--- config.mk ---
export PLATFORM = sky130hd
export DESIGN_NAME = crc8_checked_sensor_frame_parser
export DESIGN_NICKNAME = d
export VERILOG_FILES = /design/src/design/crc8sfp_pkg.sv /design/src/design/crc8_checked_sensor_frame_parser.sv
export SDC_FILE = /design/constraint.sdc
export NUM_CORES = 1
export LEC_CHECK = 0
export ABC_AREA = 0
export BUFFER_PORTS_ARGS = -buffer_cell sky130_fd_sc_hd__buf_4
export CELL_PAD_IN_SITES_DETAIL_PLACEMENT = 0
export CELL_PAD_IN_SITES_GLOBAL_PLACEMENT = 1
export CORE_MARGIN = 1.5
export CORE_UTILIZATION = 50
export DETAILED_ROUTE_END_ITERATION = 10
export MAX_ROUTING_LAYER = met4
export PLACE_DENSITY_LB_ADDON = 0.1
export SLEW_MARGIN = 15
export SYNTH_ARGS = -nofsm -noshare
export SYNTH_HDL_FRONTEND = slang
export SYNTH_SLANG_ARGS = --single-unit
--- constraint.sdc ---
create_clock -name clk -period 6.7 [get_ports clk]
set_input_delay 0.67 -clock clk [delete_from_list [all_inputs] [get_ports clk]]
set_output_delay 0.67 -clock clk [all_outputs]
set_load 0.02 [all_outputs]
--- src/design/crc8sfp_pkg.sv ---
// crc8sfp_pkg: types, constants and the crc-8 byte update for the sensor frame parser
// no dependencies; imported by crc8_checked_sensor_frame_parser
package crc8sfp_pkg;

	localparam logic [7:0] START_BYTE  = 8'h3A;
	localparam logic [7:0] CRC_POLY    = 8'h31;
	localparam logic [7:0] CRC_INIT    = 8'hFF;
	localparam logic [7:0] FLAG_RAIN   = 8'h81;
	localparam logic [7:0] FLAG_SYSTEM = 8'h90;

	typedef enum logic [1:0] {
		KIND_RAIN   = 2'd0,
		KIND_SYSTEM = 2'd1,
		KIND_OTHER  = 2'd2,
		KIND_CRCERR = 2'd3
	} frame_kind_t;

	typedef enum logic [4:0] {
		ST_HUNT = 5'b00001,
		ST_FLAG = 5'b00010,
		ST_DLO  = 5'b00100,
		ST_DHI  = 5'b01000,
		ST_CHK  = 5'b10000
	} parse_state_t;

	// msb-first crc-8, one byte, no final xor
	function automatic logic [7:0] crc8_update(input logic [7:0] crc, input logic [7:0] value);
		logic [7:0] c;
		c = crc ^ value;
		for (int k = 0; k < 8; k++) begin
			if (c[7]) begin
				c = {c[6:0], 1'b0} ^ CRC_POLY;
			end else begin
				c = {c[6:0], 1'b0};
			end
		end
		return c;
	endfunction

endpackage

--- src/design/crc8_checked_sensor_frame_parser.sv ---
// crc8_checked_sensor_frame_parser: hunts for start byte, collects flag, data and crc bytes
// and emits one checked frame result (none for system frames while disabled); depends on crc8sfp_pkg
// The check byte waits in the input register; its result is then registered in the output register.
// Throughput: one input item per cycle; both registers hold while a result waits untaken.
// Reset (arst_n, asynchronous, active low): hunting, crc 0xFF, system status on, no result.
module crc8_checked_sensor_frame_parser (
	input  logic                      clk,
	input  logic                      arst_n,
	input  logic                      cfg_we,
	input  logic                      cfg_wdata,  // system_status_enable
	input  logic                      s_tvalid,
	output logic                      s_tready,
	input  logic [7:0]                s_tdata,    // [7:0] rx_byte
	output logic                      m_tvalid,
	input  logic                      m_tready,
	output logic [31:0]               m_tdata,    // [15:0] frame_value, [23:16] frame_flag, [31:24] computed_crc
	output crc8sfp_pkg::frame_kind_t  m_tuser     // [1:0] frame_kind
);

	import crc8sfp_pkg::*;

	logic         sys_en_q;
	logic         valid_s1;
	logic [7:0]   rx_byte_s1;
	parse_state_t state_q;
	logic [7:0]   crc_q;
	logic [7:0]   flag_q;
	logic [7:0]   data_lo_q;
	logic [7:0]   data_hi_q;

	logic         go_s1;
	logic [7:0]   crc_next;
	logic         emit;
	frame_kind_t  kind;
	logic [15:0]  value;

	assign go_s1    = valid_s1 && (!m_tvalid || m_tready);
	assign s_tready = !valid_s1 || go_s1;
	assign crc_next = crc8_update(crc_q, rx_byte_s1);

	// result decision on the check byte
	always_comb begin
		emit  = 1'b0;
		kind  = KIND_OTHER;
		value = {data_hi_q, data_lo_q};
		if (state_q == ST_CHK) begin
			emit = 1'b1;
			priority if (crc_q != rx_byte_s1) begin
				kind = KIND_CRCERR;
			end else if (flag_q == FLAG_RAIN) begin
				kind  = KIND_RAIN;
				value = {8'h00, data_lo_q};
			end else if (flag_q == FLAG_SYSTEM) begin
				kind = KIND_SYSTEM;
				emit = sys_en_q;
			end else begin
				kind = KIND_OTHER;
			end
		end
	end

	always_ff @(posedge clk or negedge arst_n) begin
		if (!arst_n) begin
			sys_en_q <= 1'b1;
		end else if (cfg_we) begin
			sys_en_q <= cfg_wdata;
		end
	end

	// input register
	always_ff @(posedge clk or negedge arst_n) begin
		if (!arst_n) begin
			valid_s1 <= 1'b0;
		end else if (s_tready) begin
			valid_s1 <= s_tvalid;
		end
	end

	always_ff @(posedge clk) begin
		if (s_tvalid && s_tready) begin
			rx_byte_s1 <= s_tdata;
		end
	end

	// frame position and running crc
	always_ff @(posedge clk or negedge arst_n) begin
		if (!arst_n) begin
			state_q <= ST_HUNT;
			crc_q   <= CRC_INIT;
		end else if (go_s1) begin
			unique case (state_q)
				ST_HUNT: begin
					if (rx_byte_s1 == START_BYTE) begin
						state_q <= ST_FLAG;
						crc_q   <= CRC_INIT;
					end
				end
				ST_FLAG: begin
					state_q <= ST_DLO;
					crc_q   <= crc_next;
				end
				ST_DLO: begin
					state_q <= ST_DHI;
					crc_q   <= crc_next;
				end
				ST_DHI: begin
					state_q <= ST_CHK;
					crc_q   <= crc_next;
				end
				ST_CHK: begin
					state_q <= ST_HUNT;
					crc_q   <= CRC_INIT;
				end
				default: begin
					state_q <= ST_HUNT;
					crc_q   <= CRC_INIT;
				end
			endcase
		end
	end

	// payload bytes
	always_ff @(posedge clk) begin
		if (go_s1) begin
			if (state_q == ST_FLAG) begin
				flag_q <= rx_byte_s1;
			end
			if (state_q == ST_DLO) begin
				data_lo_q <= rx_byte_s1;
			end
			if (state_q == ST_DHI) begin
				data_hi_q <= rx_byte_s1;
			end
		end
	end

	// result register
	always_ff @(posedge clk or negedge arst_n) begin
		if (!arst_n) begin
			m_tvalid <= 1'b0;
		end else if (go_s1 && emit) begin
			m_tvalid <= 1'b1;
		end else if (m_tready) begin
			m_tvalid <= 1'b0;
		end
	end

	always_ff @(posedge clk) begin
		if (go_s1 && emit) begin
			m_tdata <= {crc_q, flag_q, value};
			m_tuser <= kind;
		end
	end

`ifndef ASSERT_OFF
	a_chk_returns_to_hunt: assert property (@(posedge clk) disable iff (!arst_n)
		go_s1 && state_q == ST_CHK |=> state_q == ST_HUNT)
		else $error("parser did not return to hunting after the check byte");

	a_result_only_from_chk: assert property (@(posedge clk) disable iff (!arst_n)
		$rose(m_tvalid) |-> $past(state_q == ST_CHK) && $past(go_s1))
		else $error("result raised without a completed frame");

	a_rain_high_byte_zero: assert property (@(posedge clk) disable iff (!arst_n)
		m_tvalid && m_tuser == KIND_RAIN |-> m_tdata[15:8] == 8'h00 && m_tdata[23:16] == FLAG_RAIN)
		else $error("rain result carries a high data byte or wrong flag");

	a_no_accept_while_blocked: assert property (@(posedge clk) disable iff (!arst_n)
		valid_s1 && m_tvalid && !m_tready |-> !s_tready)
		else $error("input taken while both registers are blocked");
`endif

endmodule

After elaboration in Yosys (flattened, before gate mapping)

Cells that the tools add are included.
Widths: inputs -> output; s select.

Flip-flop bits (word level): 82
Input bits: 14
Output and inout port bits: 36
Word-level logic and storage cells: 70

Eq/ne operators: 10
Multiplexer cells: 24
Bitwise operators: 10
Reduce and logical (&&, ||, !) cells: 14

Operators by type and width:

| operator           | count |
|---|---|
| $mux 16            | 3 |
| $mux 6             | 8 |
| $not 3->3          | 8 |
| $pmux 5 s4         | 1 |
| $eq 8x8->1 const B | 2 |
| $pmux 8 s2         | 1 |
| $eq 8x6->1 const B | 1 |
| $mux 8             | 1 |
| $ne 8x8->1         | 1 |
| $reduce_and 2->1   | 4 |
| $xor 8x8->8        | 1 |
| $mux 1             | 7 |
| $eq 5x1->1 const B | 1 |
| $eq 5x2->1 const B | 1 |
| $eq 5x3->1 const B | 1 |
| $eq 5x4->1 const B | 1 |
| $eq 5x5->1 const B | 1 |
| $mux 5             | 1 |
| $mux 2             | 2 |
| $logic_and 1x1->1  | 3 |
| $reduce_or 3->1    | 1 |
| $logic_not 1->1    | 2 |
| $logic_or 1x1->1   | 2 |
| $ne 2x2->1 const B | 1 |
| other kinds (3)    | 3 |

Logic depth before layout (Yosys ltp)

Word-level depth: 18
Depth in mapped cells: 6

Worst setup path before layout

No wires, ideal clock.

Path kind: flip-flop to flip-flop
Start: register state_q[1]
End: register m_tdata[0], enable pin
Library setup time: 425 ps
Arrival: 2,669 ps
Required time: 6,275 ps
Slack: 3,606 ps
Cell stages (with the launch flop): 5
Path buffers: 0
Period minus slack after synthesis: 3,094 ps
Path through: dfrtp_1 or3_4 nor3b_4 nand3_1 nor2_1

Cells in the longest elaborated chain, start to end: 3

Ends and longest elaborated chain:

| element                  | RTL line                                | RTL |
|---|---|---|
| start: declaration       | crc8_checked_sensor_frame_parser.sv:25  | `parse_state_t state_q;` |
| start signal: assignment | crc8_checked_sensor_frame_parser.sv:88  | `state_q <= ST_HUNT;` |
| start signal: assignment | crc8_checked_sensor_frame_parser.sv:94  | `state_q <= ST_FLAG;` |
| start signal: assignment | crc8_checked_sensor_frame_parser.sv:99  | `state_q <= ST_DLO;` |
| $eq 5x5->1               | crc8_checked_sensor_frame_parser.sv:46  | `if (state_q == ST_CHK) begin` |
| $mux 1                   | crc8_checked_sensor_frame_parser.sv:46  |  |
| $logic_and 1x1->1        | crc8_checked_sensor_frame_parser.sv:149 | `if (go_s1 && emit) begin` |
| end signal: assignment   | crc8_checked_sensor_frame_parser.sv:150 | `m_tdata <= {crc_q, flag_q, value};` |
| end: declaration         | crc8_checked_sensor_frame_parser.sv:16  | `output logic [31:0] m_tdata,` |

No other way between the ends.
A chain may end at the register's enable or synchronous reset.

Worst setup path after layout

Start: register state_q[1]
End: register m_tdata[14], enable pin

Same word-level chain as after synthesis.

==> impl_metrics.toml <==
[route]
routed_wl_um = 5470
drt-pass1-iter-count = 4
avgViaCountPerCell = 5.21
drtIter0Drc = 104
routed-via-count = 1641
wl_per_cell_um = 17.3
drc = 0
drtAntennaViolNets = 0

[power]
power.leakage_nw = 1.39
finalPower_mw = 1.24
p_sw_uw = 344
pwr-share-seq_pct = 52.6
clkPwrFrac_pct = 27.7
power_frac_comb_pct = 19.7
p_int_uw = 892
switching_share_pct = 27.8
irDropWorstVdd_v = 0.000207
power.density_nw_per_um2 = 327

[critical_path]
r2r_setup_slack_ns = 4.29
cp_max_fo = 26
reg2reg_depth = 5
criticalPathCategory = "register to register"
worst_path_max_delay_cell = "dfrtp_1"
path_buf_inv = 1
path_delay_family = "simple AND/OR/NAND/NOR gates"
crit_chain = "or3_4 > nor3b_4 > nand3_1 > nor2_2 > buf_4"
worstSetupStartpointType = "register"
worstPathRequired_ns = 6.72
timing.rr.end = "m_tdata[14]"
rr_startpoint = "state_q[1]"
worstPathArrival_ns = 2.43
critPathMaxStageDelay_ns = 0.45
end_kind = "register"

[run]
drv_cap = 0

[cts]
clk_latency_ns = 0.35
clkTransAtPathRegs_ns = 0.08
clockBufferDepth = 2
cts_tree = "done"
htree_levels = 3
post_cts_buffers = 0
cts_hold_buf = 0
clock-root-buffer = "clkbuf_8"
cts_buffers = 9
post_cts_resize_count = 0
cts_sinks = 82

[floorplan]
ioPinCount = 50
std_cell_rows = 28
die_x_um = 82
core_area_um2 = 5990
initial_core_util_pct = 52.1
die_h_um = 82
dieArea_um2 = 6720

[synthesis]
synth_cells = 175
synth_area_per_cell_um2 = 17.8
yosysWarnings = 0
syn-num-nets = 189
syn_area_um2 = 3120
synth_edf_count = 66
yosys_register_bits = 82
synth.distinct_cells = 41
async_flop_share_pct = 19.5
ys_seq_area_share_pct = 76.7
synth-main-ff-cell = "edfxtp_1"

[cells_and_area]
syn_to_final_growth_pct = 20.9
final_cell_mix = "edfxtp_1, buf_4, xnor2_1"
multi_input_area_um2 = 713
drive_gt1_share_pct = 37.9
nets = 249
mostFrequentLayoutCell = "edfxtp_1"
n_fill_cell = 428
final_core_util_pct = 63.0
antennaDiodeCount = 0
seq_area_um2 = 2390

[sta]
rsz0062_at_grt = "false"
setup_viol = 0
worst_pin_slew_ns = 0.655
slew_violations = 0
period_needed_ns = 2.41
fin_setup_tns_ns = 0
slew_headroom_pct = 55.9
period_share_pct = 35.9
hold_viol = 0
finClkSkew_ns = 0.00933
clock.fmax_mhz = 416

[hold_path]
min_path_type = "input pin to asynchronous set/reset pin"

[placement]
port_buffers = 49
gp_congestion = 0.815
hpwl_um = 3940

[global_routing]
grt_antenna_before_repair = 0
first_global_vias = 1656
grt-ovfl-total = 0
globalRouteTotalUtil_pct = 18.9
grt_max_degree = 27
grt_pass1_wl_um = 8380

[run_status]
status = "finished, final reports clean"
[how the worst max path moves through the flow]
stage | startpoint | to | cells past startpoint
3_3_place_gp | state_q[1] | m_tdata[8] | 5
3_5_place_dp | state_q[1] | m_tdata[19] | 5
5_1_grt | state_q[1] | m_tdata[14] | 5
6_report | state_q[1] | m_tdata[14] | 5
2_1_floorplan | state_q[1] | m_tdata[0] | 4
4_1_cts | state_q[1] | m_tdata[14] | 5
[synthesized netlist by cell type, types with 2 or more instances]
cell type / instances / area, µm²
xnor2_1: 12 / 105
xor2_1: 5 / 43.8
nor2_1: 12 / 45.0
edfxtp_1: 66 / 1980
nor4_2: 2 / 25.0
nor3b_1: 2 / 15.0
nand2b_1: 2 / 12.5
and2_1: 10 / 62.6
nor2b_1: 2 / 12.5
nor3b_4: 2 / 37.5
nand2_1: 3 / 11.3
dfstp_2: 10 / 263
dfrtp_1: 6 / 150
xnor2_2: 4 / 65.1
nand4_1: 3 / 18.8
a21oi_1: 7 / 35.0
nor3_1: 2 / 10.0
a21o_1: 2 / 15.0
[layer usage]
metal	track usage [%]	share of wire, %	up-vias
met3	6.22	5.6	15
li1	-	-	779
met1	20.7	39	791
met4	9.49	2.1	0
met5	-	0	-
met2	30.9	53	56
[kinds of logic after synthesis]
group,synth area share [%]
buffers and inverters,0.481
DFF,76.7
xor gates and xnor gates,7.58
AOI/OAI and AO/OA,4.13
and+or+nand+nor,10.7
muxes,0.361
[worst reg2reg max path: stages (launching register included)]
cell     delay [ns]
dfrtp_1        0.45
or3_4          0.45
nor3b_4        0.26
nand3_1        0.15
nor2_2         0.37
buf_4          0.39
[area by class of cell]
cell class | count | share of cell area, %
Clock buffer | 9 | 3.28
Sequential cell | 82 | 63.5
Inverter | 1 | 0.0995
Tap cell | 75 | 2.49
Multi-Input combinational cell | 91 | 18.9
Clock inverter | 7 | 1.82
Timing Repair Buffer | 50 | 9.95
[power groups by stage]
stage	combinational [mW]	clock [mW]	sequential [mW]
after floorplan	0.200	0	0.645
after global placement	0.228	0	0.656
after detailed placement	0.240	0	0.660
after CTS	0.243	0.349	0.649
after global routing	0.262	0.369	0.655
final	0.243	0.342	0.650
[through the flow]
stage	cell area (µm²)	std cells	hold slack (ns)	worst slack, ns
floorplan	3120	175	0.374	3.61
finish	3770	315	0.168	4.29
global route	3770	315	0.160	4.09
global placement	3580	299	0.405	4.37
detailed placement	3580	299	0.406	4.29
CTS	3770	315	0.156	4.28
[flip-flops by register name, indices dropped and copies added (netlist names)]
register	count
m_tdata	32
crc_q	8
data_hi_q	8
data_lo_q	8
flag_q	8
rx_byte_s1	8
state_q	5
m_tuser	2
m_tvalid	1
sys_en_q	1
valid_s1	1
(Power assumes the default switching activity.)
